===== config.mk =====
export PLATFORM = sky130hd
export DESIGN_NAME = grid_neighbor_cell_enumerator_unit
export DESIGN_NICKNAME = d
export VERILOG_FILES = /design/src/gnce_pkg.sv /design/src/gnce_cfg_regs.sv /design/src/grid_neighbor_cell_enumerator_unit.sv
export SDC_FILE = /design/constraint.sdc
export NUM_CORES = 1
export LEC_CHECK = 0
export BUFFER_PORTS_ARGS = -buffer_cell sky130_fd_sc_hd__buf_2
export CAP_MARGIN = 0
export CORE_MARGIN = 8
export CORE_UTILIZATION = 23
export DETAILED_ROUTE_END_ITERATION = 7
export PLACE_DENSITY = 0.38
export SYNTH_ARGS = -nofsm -noshare
export SYNTH_HDL_FRONTEND = slang
export SYNTH_SLANG_ARGS = --single-unit

===== constraint.sdc =====
create_clock -name clk_i -period 5.6 [get_ports clk_i]
set_input_delay 0.56 -clock clk_i [delete_from_list [all_inputs] [get_ports clk_i]]
set_output_delay 0.56 -clock clk_i [all_outputs]
set_load 0.02 [all_outputs]

===== src/gnce_pkg.sv =====
// gnce_pkg: types, widths and register codes shared by the grid neighbor
// cell enumerator; no dependencies
package gnce_pkg;

  localparam int MAX_DIM_DEFAULT = 64;

  localparam int COORD_W = 6;
  localparam int SIZE_W  = 7;
  localparam int INDEX_W = 18;
  localparam int PLANE_W = 2 * SIZE_W;
  localparam int PROD_W  = PLANE_W + SIZE_W;
  localparam int CFG_IDX_W = 2;

  localparam logic [SIZE_W-1:0] SIZE_RESET = SIZE_W'(16);

  typedef enum logic [CFG_IDX_W-1:0] {
    REG_SIZE_X = 2'd0,
    REG_SIZE_Y = 2'd1,
    REG_SIZE_Z = 2'd2
  } cfg_reg_e;

  typedef struct packed {
    logic [COORD_W-1:0] cell_x;
    logic [COORD_W-1:0] cell_y;
    logic [COORD_W-1:0] cell_z;
  } cell_t;

  typedef struct packed {
    logic [INDEX_W-1:0] centre_index;
    logic [INDEX_W-1:0] neighbor_index;
    logic               last_of_run;
    logic               out_of_grid;
  } result_t;

  typedef struct packed {
    logic [SIZE_W-1:0] size_x;
    logic [SIZE_W-1:0] size_y;
    logic [SIZE_W-1:0] size_z;
  } grid_size_t;

endpackage


===== src/gnce_cfg_regs.sv =====
// gnce_cfg_regs: grid size register file with saturation to the largest axis size
// depends on gnce_pkg
module gnce_cfg_regs import gnce_pkg::*; #(
  parameter int MaxDim = MAX_DIM_DEFAULT
) (
  input  logic                 clk_i,
  input  logic                 rst_ni,
  input  logic                 cfg_valid_i,
  input  logic [CFG_IDX_W-1:0] cfg_index_i,
  input  logic [SIZE_W-1:0]    cfg_data_i,
  output grid_size_t           sizes_o
);

  localparam int SatLim = (MaxDim > (2 ** SIZE_W - 1)) ? (2 ** SIZE_W - 1) : MaxDim;
  localparam logic [SIZE_W-1:0] SatVal = SIZE_W'(SatLim);

  grid_size_t        sizes_q;
  logic [SIZE_W-1:0] wr_val;

  assign wr_val = (cfg_data_i > SatVal) ? SatVal : cfg_data_i;

  always_ff @(posedge clk_i or negedge rst_ni) begin
    if (!rst_ni) begin
      sizes_q.size_x <= SIZE_RESET;
      sizes_q.size_y <= SIZE_RESET;
      sizes_q.size_z <= SIZE_RESET;
    end else if (cfg_valid_i) begin
      case (cfg_index_i)
        REG_SIZE_X: sizes_q.size_x <= wr_val;
        REG_SIZE_Y: sizes_q.size_y <= wr_val;
        REG_SIZE_Z: sizes_q.size_z <= wr_val;
        default: ;
      endcase
    end
  end

  assign sizes_o = sizes_q;

endmodule


===== src/grid_neighbor_cell_enumerator_unit.sv =====
// grid_neighbor_cell_enumerator_unit: top level, sequencer around one shared multiplier
// depends on gnce_pkg and gnce_cfg_regs
//
// Usage:
//   An input transaction (cell_i) is taken at a clock edge with start_i high and
//   busy_o low. The block then emits the linear index of every cell of the 3x3x3
//   block around the centre, clipped at the grid faces, x outermost, z innermost.
//   Each result is on result_o for one cycle, marked by result_valid_o; the last
//   one carries last_of_run. A centre outside the grid gives one result with
//   out_of_grid and last_of_run set and both indices zero.
//   Five setup steps on the shared multiplier (plane size, centre x and y
//   offsets, lower corner x and y offsets) come first, then one result per
//   cycle. An item gives 1 to 27 results; an out-of-grid item skips the
//   setup steps and gives its single result from the error state.
//   busy_o is high from acceptance until the last result is registered.
//   The receiver cannot stall: results are never held.
//   Grid sizes are written on the cfg channel, always ready, indices as in
//   cfg_reg_e; values saturate to MaxDim. Reset sets all sizes to 16 and
//   leaves the block idle with no result pending.
module grid_neighbor_cell_enumerator_unit import gnce_pkg::*; #(
  parameter int MaxDim = MAX_DIM_DEFAULT
) (
  input  logic                 clk_i,
  input  logic                 rst_ni,
  input  logic                 start_i,
  output logic                 busy_o,
  input  cell_t                cell_i,
  output logic                 result_valid_o,
  output result_t              result_o,
  input  logic                 cfg_valid_i,
  output logic                 cfg_ready_o,
  input  logic [CFG_IDX_W-1:0] cfg_index_i,
  input  logic [SIZE_W-1:0]    cfg_data_i
);

  typedef enum logic [2:0] {
    ST_IDLE,
    ST_ERR,
    ST_PLANE,
    ST_CX,
    ST_CY,
    ST_XL,
    ST_YL,
    ST_RUN
  } state_e;

  grid_size_t sizes;

  gnce_cfg_regs #(
    .MaxDim(MaxDim)
  ) u_cfg (
    .clk_i      (clk_i),
    .rst_ni     (rst_ni),
    .cfg_valid_i(cfg_valid_i),
    .cfg_index_i(cfg_index_i),
    .cfg_data_i (cfg_data_i),
    .sizes_o    (sizes)
  );

  assign cfg_ready_o = 1'b1;

  state_e              state_q;
  cell_t               cell_q;
  logic [COORD_W-1:0]  xl_q, xh_q, yl_q, yh_q, zl_q, zh_q;
  logic [COORD_W-1:0]  x_q, y_q, z_q;
  logic [PLANE_W-1:0]  plane_q;
  logic [INDEX_W-1:0]  cx_off_q, cy_off_q, centre_q;
  logic [INDEX_W-1:0]  xoff_q, yoff_q, ylo_off_q;
  logic                result_valid_q;
  result_t             result_q;

  logic                accept;
  logic                outside;
  logic [COORD_W-1:0]  xl_d, xh_d, yl_d, yh_d, zl_d, zh_d;
  logic [PLANE_W-1:0]  mul_a;
  logic [SIZE_W-1:0]   mul_b;
  logic [PROD_W-1:0]   mul_p;
  logic [INDEX_W-1:0]  prod;
  logic [INDEX_W-1:0]  neighbor;

  assign accept  = start_i && (state_q == ST_IDLE);
  assign outside = ({1'b0, cell_i.cell_x} >= sizes.size_x) ||
                   ({1'b0, cell_i.cell_y} >= sizes.size_y) ||
                   ({1'b0, cell_i.cell_z} >= sizes.size_z);

  // neighborhood bounds clipped at the faces
  always_comb begin
    xl_d = (cell_i.cell_x != '0) ? cell_i.cell_x - 1'b1 : cell_i.cell_x;
    yl_d = (cell_i.cell_y != '0) ? cell_i.cell_y - 1'b1 : cell_i.cell_y;
    zl_d = (cell_i.cell_z != '0) ? cell_i.cell_z - 1'b1 : cell_i.cell_z;
    xh_d = (({1'b0, cell_i.cell_x} + 1'b1) < sizes.size_x) ? cell_i.cell_x + 1'b1
                                                           : cell_i.cell_x;
    yh_d = (({1'b0, cell_i.cell_y} + 1'b1) < sizes.size_y) ? cell_i.cell_y + 1'b1
                                                           : cell_i.cell_y;
    zh_d = (({1'b0, cell_i.cell_z} + 1'b1) < sizes.size_z) ? cell_i.cell_z + 1'b1
                                                           : cell_i.cell_z;
  end

  // shared multiplier operand select
  always_comb begin
    case (state_q)
      ST_PLANE: begin
        mul_a = PLANE_W'(sizes.size_y);
        mul_b = sizes.size_z;
      end
      ST_CX: begin
        mul_a = plane_q;
        mul_b = SIZE_W'(cell_q.cell_x);
      end
      ST_CY: begin
        mul_a = PLANE_W'(sizes.size_z);
        mul_b = SIZE_W'(cell_q.cell_y);
      end
      ST_XL: begin
        mul_a = plane_q;
        mul_b = SIZE_W'(xl_q);
      end
      ST_YL: begin
        mul_a = PLANE_W'(sizes.size_z);
        mul_b = SIZE_W'(yl_q);
      end
      default: begin
        mul_a = '0;
        mul_b = '0;
      end
    endcase
  end

  assign mul_p    = PROD_W'(mul_a) * PROD_W'(mul_b);
  assign prod     = mul_p[INDEX_W-1:0];
  assign neighbor = xoff_q + yoff_q + INDEX_W'(z_q);

  always_ff @(posedge clk_i or negedge rst_ni) begin
    if (!rst_ni) begin
      state_q        <= ST_IDLE;
      result_valid_q <= 1'b0;
    end else begin
      result_valid_q <= 1'b0;
      case (state_q)
        ST_IDLE: begin
          if (accept) begin
            state_q <= outside ? ST_ERR : ST_PLANE;
          end
        end
        ST_ERR: begin
          result_valid_q <= 1'b1;
          state_q        <= ST_IDLE;
        end
        ST_PLANE: state_q <= ST_CX;
        ST_CX:    state_q <= ST_CY;
        ST_CY:    state_q <= ST_XL;
        ST_XL:    state_q <= ST_YL;
        ST_YL:    state_q <= ST_RUN;
        ST_RUN: begin
          result_valid_q <= 1'b1;
          if ((x_q == xh_q) && (y_q == yh_q) && (z_q == zh_q)) begin
            state_q <= ST_IDLE;
          end
        end
        default: state_q <= ST_IDLE;
      endcase
    end
  end

  always_ff @(posedge clk_i) begin
    case (state_q)
      ST_IDLE: begin
        if (accept) begin
          cell_q <= cell_i;
          xl_q   <= xl_d;
          xh_q   <= xh_d;
          yl_q   <= yl_d;
          yh_q   <= yh_d;
          zl_q   <= zl_d;
          zh_q   <= zh_d;
          x_q    <= xl_d;
          y_q    <= yl_d;
          z_q    <= zl_d;
        end
      end
      ST_ERR: begin
        result_q.centre_index   <= '0;
        result_q.neighbor_index <= '0;
        result_q.last_of_run    <= 1'b1;
        result_q.out_of_grid    <= 1'b1;
      end
      ST_PLANE: plane_q  <= prod[PLANE_W-1:0];
      ST_CX:    cx_off_q <= prod;
      ST_CY:    cy_off_q <= prod;
      ST_XL: begin
        xoff_q   <= prod;
        centre_q <= cx_off_q + cy_off_q + INDEX_W'(cell_q.cell_z);
      end
      ST_YL: begin
        yoff_q    <= prod;
        ylo_off_q <= prod;
      end
      ST_RUN: begin
        result_q.centre_index   <= centre_q;
        result_q.neighbor_index <= neighbor;
        result_q.last_of_run    <= (x_q == xh_q) && (y_q == yh_q) && (z_q == zh_q);
        result_q.out_of_grid    <= 1'b0;
        if (z_q != zh_q) begin
          z_q <= z_q + 1'b1;
        end else begin
          z_q <= zl_q;
          if (y_q != yh_q) begin
            y_q    <= y_q + 1'b1;
            yoff_q <= yoff_q + INDEX_W'(sizes.size_z);
          end else begin
            y_q    <= yl_q;
            yoff_q <= ylo_off_q;
            if (x_q != xh_q) begin
              x_q    <= x_q + 1'b1;
              xoff_q <= xoff_q + INDEX_W'(plane_q);
            end
          end
        end
      end
      default: ;
    endcase
  end

  assign busy_o         = (state_q != ST_IDLE);
  assign result_valid_o = result_valid_q;
  assign result_o       = result_q;

endmodule


* After elaboration in Yosys (flattened, before gate mapping) *
Index checks and enable logic that the tools add are counted.

cells by class
  add/sub/neg operators = 18
  multiply operators = 1
  magnitude comparators = 7
  equality and inequality tests = 20
  muxes and demuxes = 34
  reduce and logical (&&, ||, !) cells = 28

operator list
  cell                                                                count
  18-bit two-way mux                                                  5
  6-bit two-way mux                                                   15
  38-bit case mux with 2 select lines                                 1
  18-bit case mux with 2 select lines                                 2
  14-bit case mux with 3 select lines                                 1
  18-bit adder                                                        2
  18-bit by 6-bit adder with 18-bit output                            2
  6-bit by 1-bit adder with 6-bit output, second input constant       6
  6-bit case mux with 2 select lines                                  3
  7-bit case mux with 5 select lines                                  1
  3-bit case mux with 8 select lines                                  1
  6-bit by 1-bit adder with 7-bit output, second input constant       3
  6-bit by 7-bit greater-or-equal comparator with 1-bit output        3
  7-bit less-than comparator                                          3
  18-bit by 14-bit adder with 18-bit output                           1
  18-bit by 7-bit adder with 18-bit output                            1
  6-bit == test                                                       3
  14-bit by 7-bit multiplier with 18-bit output                       1
  6-bit != test                                                       3
  6-bit nonzero test                                                  3
  6-bit by 1-bit subtractor with 6-bit output, second input constant  3
  2-bit AND reduction                                                 7
  3-bit == test, second input constant                                4
  2-bit != test, second input constant                                5
  19 further kinds                                                    29

word-level totals
  flip-flop bits (word level) = 257
  input bits = 31
  output and inout port bits = 41
  logic and storage cells = 136

* Longest topological paths before layout *
Gate-level depths: netlist of run 1.

  depth in word-level cells = 6
  mapped depth = 24

* Modules after synthesis *
Synthesis of run 1 repeated with hierarchy kept, for this count alone.

unflattened totals
  cell total of the unflattened synthesis = 1611
  area total of the unflattened synthesis = 17599.4 um^2

modules (own cells, without submodules)
  module                              instances  cells each  area each (um^2)  seq. area each (um^2)
  grid_neighbor_cell_enumerator_unit  1          1558        16684.8           7066.8
  gnce_cfg_regs                       1          53          914.6             529.3

* Worst setup path before layout of run 1 *
Ideal clock, no wire load.

  kind = reg-to-reg
  start point = reg state_q[0]
  end point = reg xoff_q[16] (data pin)
  data arrival time = 5.667 ns
  path slack = -0.321 ns
  stages on the path, launching flop included = 21
  path buffers = 2
  cell sequence = dfrtp_1 > buf_6 > clkbuf_1 > nor2_1 > nand2_1 > or2_2 > fa_1 > fa_1 > inv_1 > fa_1 > inv_1 > fa_1 > inv_1 > ha_1 > o21ai_0 > nor2_1 > o211ai_1 > a21boi_0 > mux2i_1 > o21ai_0 > o21a_1

between the ends
  cells in the longest elaborated chain, start to end = 5
  elaborated cells between the ends (all ways) = 12

ends and longest elaborated chain
  what                                                                       RTL line                                   RTL
  from (decl)                                                                grid_neighbor_cell_enumerator_unit.sv:62   state_e state_q;
  from (signal assigned)                                                     grid_neighbor_cell_enumerator_unit.sv:142  state_q <= outside ? ST_ERR : ST_PLANE;
  3-bit == test or 3-bit by 2-bit == test with 1-bit output (tied branches)  grid_neighbor_cell_enumerator_unit.sv:101  case (state_q)
  2-bit OR reduction (no line)                                               -
  14-bit case mux with 3 select lines                                        grid_neighbor_cell_enumerator_unit.sv:101
  14-bit by 7-bit multiplier with 18-bit output *                            grid_neighbor_cell_enumerator_unit.sv:129  assign mul_p = PROD_W'(mul_a) * PROD_W'(mul_b);
  net mul_p[16]                                                              grid_neighbor_cell_enumerator_unit.sv:77   logic [PROD_W-1:0] mul_p;
  18-bit case mux with 2 select lines *                                      grid_neighbor_cell_enumerator_unit.sv:166  case (state_q)
  to (signal assigned)                                                       grid_neighbor_cell_enumerator_unit.sv:191  xoff_q <= prod;
  to (signal assigned)                                                       grid_neighbor_cell_enumerator_unit.sv:215  xoff_q <= xoff_q + INDEX_W'(plane_q);
  to (decl)                                                                  grid_neighbor_cell_enumerator_unit.sv:68   logic [INDEX_W-1:0] xoff_q, yoff_q, ylo_off_q;

Mark *: on every way through the listed nets, which the timed path passes. The rest lies on a longest branch.
A chain may end at the register's enable or synchronous reset.

* Final worst setup path of run 1 *
  start point = reg state_q[0]
  end point = reg xoff_q[15] (data pin)

Same word-level chain as after synthesis.

==> results of run 1 <==
-- Yosys cell counts, types with 4 or more instances --
| cell | number | area [um^2] |
|---|---|---|
| edfxtp_1 | 232 | 6970 |
| nor2_1 | 156 | 586 |
| ha_1 | 154 | 1930 |
| inv_1 | 131 | 492 |
| nand2_1 | 116 | 435 |
| o21ai_0 | 107 | 536 |
| fa_1 | 73 | 1460 |
| xnor2_1 | 73 | 639 |
| a21oi_1 | 58 | 290 |
| xor2_1 | 58 | 508 |
| clkbuf_1 | 43 | 161 |
| nand3_1 | 43 | 215 |
| nor3_1 | 37 | 185 |
| or2_2 | 34 | 213 |
| a21o_1 | 27 | 203 |
| and2_1 | 26 | 163 |
| mux2i_1 | 26 | 260 |
| nor2b_1 | 23 | 144 |
| o21a_1 | 23 | 173 |
| dfrtp_1 | 22 | 551 |
| a211oi_1 | 17 | 128 |
| nand2b_1 | 16 | 100 |
| o211ai_1 | 15 | 113 |
| mux2_2 | 12 | 135 |
| nor4_1 | 9 | 56.3 |
| a31oi_1 | 8 | 50.1 |
| and3_1 | 8 | 50.1 |
| o21bai_1 | 8 | 60.1 |
| a22oi_1 | 7 | 52.6 |
| nor3b_1 | 7 | 52.6 |
| or3_1 | 7 | 43.8 |
| buf_1 | 5 | 18.8 |
| nand4_1 | 5 | 31.3 |
| o22ai_1 | 5 | 31.3 |
| a211o_1 | 4 | 35.0 |
| a21boi_0 | 4 | 30.0 |
| buf_2 | 4 | 20.0 |
| nand3b_1 | 4 | 30.0 |
| o31ai_1 | 4 | 30.0 |
-- layer usage --
metal	share of wire	up-vias
li1	-	6184
met1	0.47	6202
met2	0.47	204
met3	0.039	60
met4	0.021	0
met5	0	-
-- report_power, final --
part	leakage (uW)	internal [uW]	switching, uW
clock network	0.000581	1450	877
registers	0.00247	3350	366
logic	0.00568	3410	4600
total	0.00874	8210	5850
-- cells in the final DEF (no fill, tap or decap), drive strengths merged, types with 44 or more instances in the layout --
master and count:
xor2 58, o21ai 110, nor2 156, clkbuf 44, inv 133, fa 73, a21oi 58, edfxtp 232
ha 154, buf 190, nand2 116, xnor2 73
-- registers in the layout (all words and copies together) (netlist names), 18 cells and up --
register,count
result_o,38
u_cfg.sizes_o,21
ylo_off_q,18
cell_q,18
yoff_q,18
xoff_q,18
cy_off_q,18
centre_q,18
cx_off_q,18
-- stage by stage --
step / setup TNS (ns) / instance area (um^2) / worst slack, ns / total power (uW)
6_report: 0 / 21600 / 0.0746 / 14100
5_1_grt: -1.42 / 21600 / -0.152 / 15300
4_1_cts: 0 / 21200 / 0.000744 / 13800
3_5_place_dp: -1.67 / 19800 / -0.150 / 11300
3_3_place_gp: -0.529 / 19800 / -0.0678 / 11200
2_1_floorplan: 0 / 17600 / 0.0116 / 8550
-- worst reg2reg max path, stage by stage, from the launching register on --
cell	delay, ns
dfrtp_1	0.39
buf_6	0.17
buf_6	0.14
mux2i_2	0.24
nor2_2	0.09
a221oi_4	0.27
buf_12	0.16
nor2_1	0.06
fa_1	0.48
fa_1	0.51
fa_1	0.53
inv_2	0.04
fa_1	0.51
inv_2	0.05
ha_4	0.22
a211o_1	0.32
o211ai_1	0.30
a31oi_1	0.16
nor2_1	0.20
xnor2_2	0.12
mux2_2	0.27
-- layout make-up --
cell class,count,area (um^2),share of cell area
sequential,257,7600,0.352
clock buffer,44,962,0.0446
clock inverter,18,234,0.0108
inverter,132,499,0.0231
timing repair buffer,190,1330,0.0618
tap,1030,1290,0.0597
multi-input combinational,1216,9670,0.448
-- cells by family (layout without fill, tap and decap cells) --
family | count (synthesis) | in the layout
mux | 39 | 39
other cells | 2 | 5
fa+ha+maj | 227 | 227
xor+xnor | 131 | 131
simple gates | 505 | 505
buf+inv | 187 | 384
flops | 257 | 257
compound gates | 309 | 309
-- what timing repair did --
item / 4_1_cts / 5_1_grt
setup buffers: 4 / 15
setup endpoints to repair: 33 / 43
gates resized for setup: 20 / 90
pin swaps: 19 / 54
gates cloned: 0 / 2
-- worst max-delay path by stage --
stage | slack, ns | depth (start not counted) | from | to
after detailed placement | -0.15 | 20 | state_q[0]$_DFFE_PN0P_ | xoff_q[16]$_DFFE_PP_
after CTS | 0.0007 | 25 | state_q[0]$_DFFE_PN0P_ | xoff_q[17]$_DFFE_PP_
final | 0.07 | 20 | state_q[0]$_DFFE_PN0P_ | xoff_q[15]$_DFFE_PP_
after global placement | -0.07 | 19 | state_q[0]$_DFFE_PN0P_ | xoff_q[15]$_DFFE_PP_
after global routing | -0.15 | 21 | state_q[0]$_DFFE_PN0P_ | ylo_off_q[13]$_DFFE_PN_
after floorplan | 0.01 | 23 | state_q[0]$_DFFE_PN0P_ | xoff_q[16]$_DFFE_PP_
==> results.md, run 1 <==
- In this run the static leakage power is 0.00874 uW.
- The mean instance size in the synthesized netlist is roughly 11 um^2.
- The root buffer cell chosen for the clock tree is clkbuf_16.
- The capture instance of the worst register-to-register path is xoff_q[15]$_DFFE_PP_.
- STA classifies the critical path endpoint as a register.
- The instance count after placement with tap cells included is 2,807.
- The site row count is just over 100.
- For this design the top-level I/O count stands at 72.
- The most heavily used metal layer in global routing is met2.
- The first global-routing pass estimated 77,600 um of wire.
- The register clock-pin slew on the reported worst setup and hold paths is 0.06 ns.
- The reg-to-reg critical path startpoint is state_q[0]$_DFFE_PN0P_.
- The met3 usage in global routing is 0.0167.
- In the routed layout, each cell is associated on average with a via count of 4.38.
- The number of max-cap violations is 0.
- The primary flip-flop cell chosen by synthesis mapping is edfxtp_1.
- The fraction of synthesized area in multiplexers is 0.0233.
- The kind of cell adding the most delay to the critical path is adder cells.
- The area fraction in compound gates after synthesis is 0.109.
- The min-delay analysis places its worst path in the category input port to asynchronous set/reset pin.
- The number of buffers and inverters on the critical path is 5.
- For met1 alone, demand over resource in global routing was 0.151.
- Relative to the synthesized area, the layout overhead comes to 22.4%.
- The core region is 75,900 um^2.
- The detailed router's first-iteration violation count is 632.
- The final worst-path cycle share is 0.987.
- The critical path's largest stage delay is roughly 0.53 ns.
- The H-tree depth reported by CTS is 2.
- In this run the tightest slew margin relative to its limit is 0.264.
- The basic-gate share of the synthesized area counting and, or, nand and nor cells is 0.138.
- The number of global-route vias before repair is 13,400.
- The register-to-register path setup slack is between 0.07 and 0.08 ns.
- The die area is 85,800 um^2.
- The post-synthesis instance area is between 15,000 and 20,000 um^2.
- At the pin with the least slew margin, the transition time is 1.10 ns.
- By area, the combinational part of the netlist is dominated by adder cells.
- Timing would allow up to 181 MHz.
- Setup violations remaining at the end of the flow were counted as 0.
- The routed design has 49,200 um of wire.
- The worst-case IR drop observed on VDD is 0.000199 V.
- The count of antenna diodes in the layout is 0.
- TritonCTS built the clock tree.
- The maximum clock insertion buffer count is 3.
- The die span in x is a little under 300 um.
- The count of input and output buffers is 70.
- The data required time of the worst path is 5.85 ns.
- The number of enable flip-flop cells after synthesis is 232.
- The total clock sinks is between 200 and 300.
- The type of element launching the critical path is a register.
- The number of antenna violations at the first check in global routing is 0.
- The number of distinct library cells after synthesis is just over 70.
- Dividing total power by cell area gives a power density of roughly 650 nW/um^2.
- The XOR/XNOR share of the synthesized area is 0.0651.
- The post-route non-filler standard cell count is a little under 3,000.
- The sequential cell area fraction in the yosys report is 0.431.
- The number of buffers added to fix hold violations after cts is 0.
- Fill cells in the final layout number 7,941.
- The cell count of the worst reg-to-reg path is 20.
- The most numerous cell on the critical path is fa_1.
- The post-synthesis share of cell area spent on full adders, half adders and majority gates is 0.192.
- At the end of the flow, the number of nets in the layout was 2,090.
- The total of flip-flops plus latches after synthesis is 257.
- The run finished with clean final reports.
- Walking the worst path, the cells encountered are buf_6, buf_6, mux2i_2, nor2_2, a221oi_4, buf_12, nor2_1, fa_1, fa_1, fa_1, inv_2, fa_1, inv_2, ha_4, a211o_1, o211ai_1, a31oi_1, nor2_1, xnor2_2, mux2_2.
- The residual overflow from global routing is 0.
- Entering global routing, the biggest net connects 41 pins.
- The wire-length estimate of the detail-placed layout is 37,700 um.
- Across all layers, the routed design uses 12,700 vias.
- Across every metal layer, demand over resource in global routing totals 0.114.
- The first detailed-routing pass took 5 iterations.
- The routed design could run at a clock period as short as around 5.5 ns.
- Of all nets on the critical path, the largest fanout is 7.
- The global placer's final weighted congestion is 0.809.
- Setup repair after global routing could not meet its margin everywhere.
- For the worst-skew pair, the clock arrives at the later sink with an insertion delay of around 0.54 ns.
- The slowest stage of the critical path belongs to the cell fa_1.
- The final hold violation count was 0.
- The number of buffers created by CTS is 35.
- The vertical die dimension is 293 um.
- Once layout is complete, the utilization of the core stands at 0.284.
- In the final layout, the share of cells above drive strength 1 is 0.202.
- The cell count after synthesis is approximately 1,700.
- The final-layout worst hold slack is 0.0513 ns.
- The Yosys step of the flow raised 0 warnings.
- In this run the remaining antenna-violating nets after routing total 0.
- The detail-routed net length per standard cell is 17.0 um.
- The critical path is of the register to register type.
- For met2 alone, demand over resource in global routing was 0.194.
- STA puts the critical path data arrival time at 5.78 ns.
- In the routed design, unresolved DRC markers number 0.
- The async set-or-reset flop fraction in the synthesized netlist is 0.0973.
- The max-slew violation count is 0.
- The initial utilization of the core area, before any placement, comes to 0.232.
- The clock skew is 0.0395 ns.
No activity file was read; power rests on OpenSTA's default activity.
==> run 2: changes to the inputs <==
BUFFER_PORTS_ARGS = not set   (was -buffer_cell sky130_fd_sc_hd__buf_2)
CTS_BUF_LIST = sky130_fd_sc_hd__clkbuf_4 sky130_fd_sc_hd__clkbuf_8 sky130_fd_sc_hd__clkbuf_16   (was not set)
DONT_BUFFER_PORTS = 1   (was not set)
PLACE_DENSITY = 0.37   (was 0.38)
==> run 2 against run 1 <==
Compared with the run above:
- sequential cell count unchanged
- sequential share of layout area increased by 0.45 points
- via count decreased by 2.8%
- die area unchanged
- first-iteration DRC count decreased by 9.5%
- wire length increased by 1.8%
- critical path type unchanged
- critical endpoint is now xoff_q[17]$_DFFE_PP_
==> results.md, run 2 (same netlist as run 1, synthesis figures left out) <==
- The flow ran to the end, and the final reports show no timing, DRC or antenna violations.
- The tree is rooted in a clkbuf_16.
- The number of max-cap violations is 0.
- Clock tree synthesis found a total of 257 sinks.
- The vertical die dimension is about 290 um.
- The number of antenna violations at the first check in global routing was 0.
- Across the routed clock network, the largest skew measured is 0.0249 ns.
- The type of the setup path with the least slack is register to register.
- Leaving out fill and tap cells, the most frequent cell in the layout is edfxtp_1.
- The register area is around 7600 um^2.
- Entering global routing, the biggest net connects 55 pins.
- The sum of net half-perimeters after detailed placement is 37,900 um.
- The total net switching power is 5920 uW.
- The number of nets in the layout is 2,019.
- Summed over all cells, the static leakage comes to between 0.008 and 0.009 uW.
- For the worst setup path, the data arrival time is around 5.9 ns.
- The routed design has 50,000 um of wire.
- STA classifies the critical path endpoint as a register.
- The count of antenna-violating nets left after detailed routing is 0.
- The site row count is around 100.
- The detail-routed net length per standard cell is about 18 um.
- The final hold violation count is 0.
- At the later pin of the worst-skew pair, clock insertion delay measures 0.56 ns.
- Tracing the worst setup path back leads to its startpoint at state_q[0]$_DFFE_PN0P_.
- The final worst-path cycle share is 0.977.
- The first detailed-routing pass ran for 5 iterations.
- The first-pass GRT wire length is just under 80,000 um.
- The max-slew violation count is 0.
- Setup repair after global routing could not meet its margin everywhere.
- Of all nets on the critical path, the largest fanout is 5.
- The areal power density over the cells is 657 nW/um^2.
- The number of fillers in the final layout is 7,954.
- From synthesis to final layout, the design area changed by 20.9%.
- The final-layout worst hold slack is ~0.11 ns.
- The placeable core region is between 70,000 and 80,000 um^2.
- The fraction of power spent switching nets is 0.423.
- The actual slew at the worst max-slew pin is approximately 1.1 ns.
- Input and output buffers added on the ports amount to 0.
- The number of global-route vias before repair is approximately 13,000.
- The clock tree from TritonCTS is built.
- The sum of internal, switching and leakage power is 14,000 uW.
- The largest vdd supply drop is 0.000281 V.
- The worst slew margin relative to its limit is 0.296.
- OpenSTA, run right after detailed placement, puts the worst setup slack at -0.112 ns.
- The share of total power dissipated in the clock network is 0.167.
- The detailed router's first-iteration violation count is 572.
- The global placer's final weighted congestion is roughly 0.8.
- The die area is 85,800 um^2.
- The sequential share of power is 0.282.
- The register-to-register path setup slack is 0.13 ns.
- In this run the critical register-to-register path is captured at xoff_q[17]$_DFFE_PP_.
- Clock-pin slew was measured on the worst setup and hold paths at roughly 0.060 ns.
- The vias per cell is 4.36.
- The maximum clock insertion buffer count is 3.
- Data on the critical path is required at its endpoint by 5.99 ns.
- The worst path meets setup with 0.127 ns of slack.
- The H-tree depth reported by CTS is 2.
- The worst setup path endpoint is xoff_q[17]$_DFFE_PP_.
- The worst min-delay path category is input port to register.
- The residual overflow from global routing is 0.
- Across every metal layer, demand over resource in global routing totals 0.115.
- The register with the most flip-flops in the layout has 38 of them.
- The time the final worst path needs with I/O delays and setup is around 5.5 ns.
- Of the cells placed in the final design, the portion with a size suffix greater than 1 is 0.171.
- The multi-input combinational cells in the finished layout cover a total of 9680 um^2.
- In the layout the commonest cells are 232 x edfxtp_1, 147 x nor2_1, 142 x ha_1.
- The final count of negative-setup-slack endpoints is 0.
- The share of total power dissipated in combinational logic is 0.551.
- The count of antenna diodes in the layout is 0.
- From left edge to right edge, the die measures 293 um.
- For the worst flop-to-flop path, the logic depth is 23.
- The reg-to-reg critical path startpoint is state_q[0]$_DFFE_PN0P_.
- The cell internal power dissipation is 8090 uW.
- The effective utilization at floorplan is 0.232.
- Derived from the worst setup path, the maximum achievable clock frequency is 183 MHz.
- 72 I/O pins were placed.
- The type of element launching the critical path is a register.
- For this run, design rule violations remaining after detail routing come to 0.
- The number of buffers created by CTS is 35.
- The total number of vias is ~12,000.
[run 2: routing by layer]
metal | part of all wire | global-route usage
met1 | 0.48 | 0.151
met2 | 0.47 | 0.192
met3 | 0.029 | 0.0186
met4 | 0.027 | 0.0354
met5 | 0 | 0
[run 2: power groups by stage]
| stage | clock network, uW | logic, uW | registers [uW] |
|---|---|---|---|
| after floorplan | 0 | 4750 | 3800 |
| after global placement | 0 | 7050 | 3990 |
| after detailed placement | 0 | 7110 | 3990 |
| after CTS | 2440 | 7390 | 3960 |
| after global routing | 2490 | 8700 | 4020 |
| final | 2340 | 7720 | 3940 |
[run 2: worst min path at each step]
| stage | start | end | slack [ns] | cells past startpoint |
|---|---|---|---|---|
| 2_1_floorplan | rst_ni | result_valid_o$_DFF_PN0_ | 0.26 | 0 |
| 6_report | cell_i[8] | cell_q[8]$_DFFE_PP_ | 0.11 | 0 |
| 3_3_place_gp | rst_ni | u_cfg.sizes_o[15]$_DFFE_PN0P_ | 0.27 | 0 |
| 5_1_grt | cell_i[8] | cell_q[8]$_DFFE_PP_ | 0.07 | 0 |
| 3_5_place_dp | rst_ni | u_cfg.sizes_o[15]$_DFFE_PN0P_ | 0.27 | 0 |
| 4_1_cts | cell_i[8] | cell_q[8]$_DFFE_PP_ | 0.07 | 0 |
[run 2: worst max-delay path: stages, from the launching register on]
cell and delay (ns):
dfrtp_2 0.46, buf_4 0.16, mux2_2 0.24, mux2i_1 0.08, a2bb2oi_2 0.18, buf_4 0.15
buf_4 0.15, buf_4 0.13, buf_4 0.12, buf_4 0.13, or2_2 0.30, fa_1 0.54
inv_2 0.05, fa_1 0.52, inv_1 0.05, fa_1 0.53, inv_1 0.06, ha_4 0.24
ha_4 0.28, o21ai_2 0.07, a31oi_4 0.17, o22ai_2 0.10, or4_4 0.49, o211ai_1 0.11
[run 2: stage by stage]
stage / instances / utilization / cell area [um^2] / TNS (ns)
global route: 2818 / 0.281 / 21300 / -0.240
floorplan: 1660 / - / 17600 / 0
global placement: 2728 / 0.256 / 19400 / -0.350
finish: 2818 / 0.281 / 21300 / 0
CTS: 2805 / 0.275 / 20900 / 0
detailed placement: 2728 / 0.256 / 19400 / -0.611
[run 2: layout make-up]
| type | instances | share of cell area |
|---|---|---|
| clock buffer | 39 | 0.0434 |
| inverter | 132 | 0.0232 |
| multi-input combinational | 1216 | 0.454 |
| sequential | 257 | 0.357 |
| clock inverter | 25 | 0.0135 |
| timing repair buffer | 119 | 0.0485 |
| tap | 1030 | 0.0605 |
[run 2: timing repair]
action	4_1_cts	5_1_grt
endpoints found under the hold margin	25	0
resized for setup	28	79
setup buffers	9	11
endpoints found under the setup margin	16	31
pin swaps	9	54
gates cloned	2	2
hold buffers	2	0
==> run 3: changes to the inputs <==
CORE_ASPECT_RATIO = 1.1   (was not set)
==> run 3 against run 2 <==
Compared with the run above:
- final cell count rose by 0.46%
- fmax rose by 1.4%
- die area is essentially flat
- register-to-register slack improved by 0.07 ns
- combinational power increased by 0.8%
- clock skew fell by 0.0036 ns
- sequential share of layout area decreased by 0.059 points
- critical path type unchanged
- setup slack better by 0.073 ns
- critical path depth shrank 3
==> results.md, run 3 (same netlist as run 1, synthesis figures left out) <==
- The detailed router finished its first iteration with 603 violations.
- The max-slew violation count was 0.
- For this run, global-route usage on met2 was measured as 0.194.
- The cell chosen for the clock root is clkbuf_16.
- The critical path goes through buf_6, mux2_4, a221oi_2, buf_4, buf_6, nor2_2, fa_1, fa_1, fa_1, inv_2, fa_1, inv_2, ha_4, a211o_1, o211ai_1, nand2_1, a21oi_2, xor2_1, buf_4, clkinvlp_4.
- The total wire length after detailed routing is 49,200 um.
- The combined global-route utilization of all metal layers is 0.114.
- The kind of end point of the critical path is a register.
- The number of global-route vias before repair was about 13,000.
- The number of detailed-route iterations in the first pass is 5.
- The global placer's final weighted congestion is between 0.7 and 0.8.
- The first-pass GRT wire length is 76,900 um.
- The design draws 13,900 uW.
- Setup repair after global routing could not meet its margin everywhere.
- After floorplanning, the core was divided into 106 placement rows.
- The worst-case IR drop observed on VDD is between 0.0002 and 0.00025 V.
- The count of input and output buffers is 0.
- The register clock-pin slew on the reported worst setup and hold paths is 0.06 ns.
- For this run, design rule violations remaining after detail routing come to 0.
- Of the cells placed in the final design, the portion with a size suffix greater than 1 is 0.188.
- The total overflow left after global routing is 0.
- In this run the most used layer during global routing was met2.
- The data required time of the worst path is 5.85 ns.
- The final hold violation count is 0.
- The total leakage power is 0.00855 uW.
- The detail-routed net length per standard cell is 17.4 um.
- The most common cell after layout, fill and taps aside is edfxtp_1.
- The maximum fanout along the worst path is 7.
- The insertion delay to the later sink of the worst-skew pair is 0.54 ns.
- The region available for standard cell placement spans 76,000 um^2.
- The type of element launching the critical path is a register.
- The kind of cell adding the most delay to the critical path is adder cells.
- The fraction of met1 tracks used by global routing is 0.151.
- For this run, global-route usage on met3 was measured as 0.0182.
- The vertical die dimension is 306 um.
- The highest clock frequency the design can meet is around 190 MHz.
- The number of buffers created by CTS is 36.
- Setup violations remaining at the end of the flow were counted as 0.
- Measured along the x axis, the die boundary spans 280 um.
- The worst slew margin relative to its limit is 0.315.
- The repair_antennas step left the layout with diodes totalling 0.
- The die area is between 80,000 and 90,000 um^2.
- The time the final worst path needs with I/O delays and setup is 5.40 ns.
- The net count of the finished layout is 2,038.
- For this design the ratio of total power to cell area is 651 nW/um^2.
- The library cells used most frequently in the layout, excluding fill and tap cells, are 232 x edfxtp_1, 144 x ha_1, 135 x nor2_1.
- The count of antenna-violating nets left after detailed routing is 0.
- Detailed placement finished with a half-perimeter wire length of 37,500 um.
- Dividing the detail-routed via count by the number of cells gives 4.40.
- CTS saw approximately 260 sinks.
- In the finished design, the share of the clock period the worst path needs comes to 0.964.
- The most numerous cell on the critical path is fa_1.
- The run finished with clean final reports.
- The worst min-delay path category is input port to register.
- The critical path's largest stage delay is 0.53 ns.
- The clock tree from TritonCTS is built.
- The number of antenna violations at the first check in global routing is 0.
- Measured on the finished design, the core utilization comes to 0.281.
- The setup path with the least slack is of type register to register.
- The final-layout worst hold slack is 0.111 ns.
- The maximum number of pins on one net before global-route repair is 55.
- The number of max-cap violations is 0.
- The arrival time reported for the critical path endpoint is 5.65 ns.
- 72 I/O pins were placed.
- The register with the most flip-flops in the layout has 38 of them.
- The maximum clock insertion buffer count is 3.
- The cell with the largest stage delay on the worst path is fa_1.
- The effective utilization at floorplan is 0.232.
- Across all layers, the routed design uses 12,500 vias.
- The H-tree depth reported by CTS is 2.
- The actual slew at the worst max-slew pin is 1.02 ns.
- The layout overhead on the synthesized area is 21.1%.
- The number of buffer and inverter stages on the critical path is 7.
- Between clock sinks in the finished design, the worst skew comes to 0.0212 ns.
-- run 3: cell count changes in the layout (fill, tap and decap cells not counted), moves of 4 or more --
cell and change:
buf_4 +15, nor2_2 +10, buf_6 +6, clkbuf_4 +6
inv_1 -4, nand2_2 +4, clkinv_1 +5, nor2_1 -12
-- run 3: final cells by class --
class	count	area, um^2
fill	7908	54600
multi-input combinational	1216	9690
sequential	257	7600
tap	1026	1280
timing repair buffer	137	1160
clock buffer	45	998
inverter	132	499
clock inverter	18	125
-- run 3: what timing repair did --
item	in CTS	in global routing
buffers inserted	7	25
endpoints found under the hold margin	25	0
hold buffers	2	0
gates cloned	1	1
gates resized for setup	17	114
pin swaps	9	75
setup endpoints to repair	17	48
-- run 3: path summary, 6_finish.rpt --
kind / slack, ns / depth (start not counted) / start / end
min in group asynchronous: 0.46 / 2 / rst_ni / u_cfg.sizes_o[12]$_DFFE_PN0P_
max in group asynchronous: 4.91 / 2 / rst_ni / u_cfg.sizes_o[4]$_DFFE_PN1P_
worst max register to register: 0.20 / 20 / state_q[0]$_DFFE_PN0P_ / cy_off_q[13]$_DFFE_PN_
worst min register to register: 0.48 / 2 / u_cfg.sizes_o[17]$_DFFE_PN0P_ / u_cfg.sizes_o[17]$_DFFE_PN0P_
worst min-delay path: 0.11 / 0 / cell_i[11] / cell_q[11]$_DFFE_PP_
worst max-delay path: 0.20 / 20 / state_q[0]$_DFFE_PN0P_ / cy_off_q[13]$_DFFE_PN_
-- run 3: power by group --
part / total, uW / internal (uW) / switching [uW]
sequential: 3940 / 3370 / 575
combinational: 7780 / 3410 / 4370
clock: 2180 / 1310 / 874
total: 13900 / 8090 / 5820
-- run 3: worst reg2reg max path, delay by kind of cell, from the launching register on --
| family | cells | cell delay (ns) |
|---|---|---|
| adders and majority gates | 5 | 2.15 |
| AOI/OAI and AO/OA | 4 | 1.00 |
| buffers and inverters | 7 | 0.85 |
| DFF | 1 | 0.50 |
| muxes | 1 | 0.30 |
| xor gates and xnor gates | 1 | 0.17 |
| and+or+nand+nor | 2 | 0.14 |
-- run 3: per-stage QoR --
step | cells | setup TNS, ns | cell area (um^2) | setup slack, ns
detailed placement | 2733 | -0.792 | 19500 | -0.115
finish | 2831 | 0 | 21300 | 0.200
CTS | 2806 | 0 | 20800 | 0.0286
global placement | 2733 | -0.189 | 19500 | -0.0575
global route | 2831 | -0.141 | 21300 | -0.0405
floorplan | 1660 | 0 | 17600 | 0.0116
-- run 3: routing by layer --
layer	vias up	wire [um]	share of wire
met4	0	1090	0.022
met1	6106	22800	0.46
met2	212	23500	0.48
met5	-	0	0
li1	6079	-	-
met3	58	1810	0.037
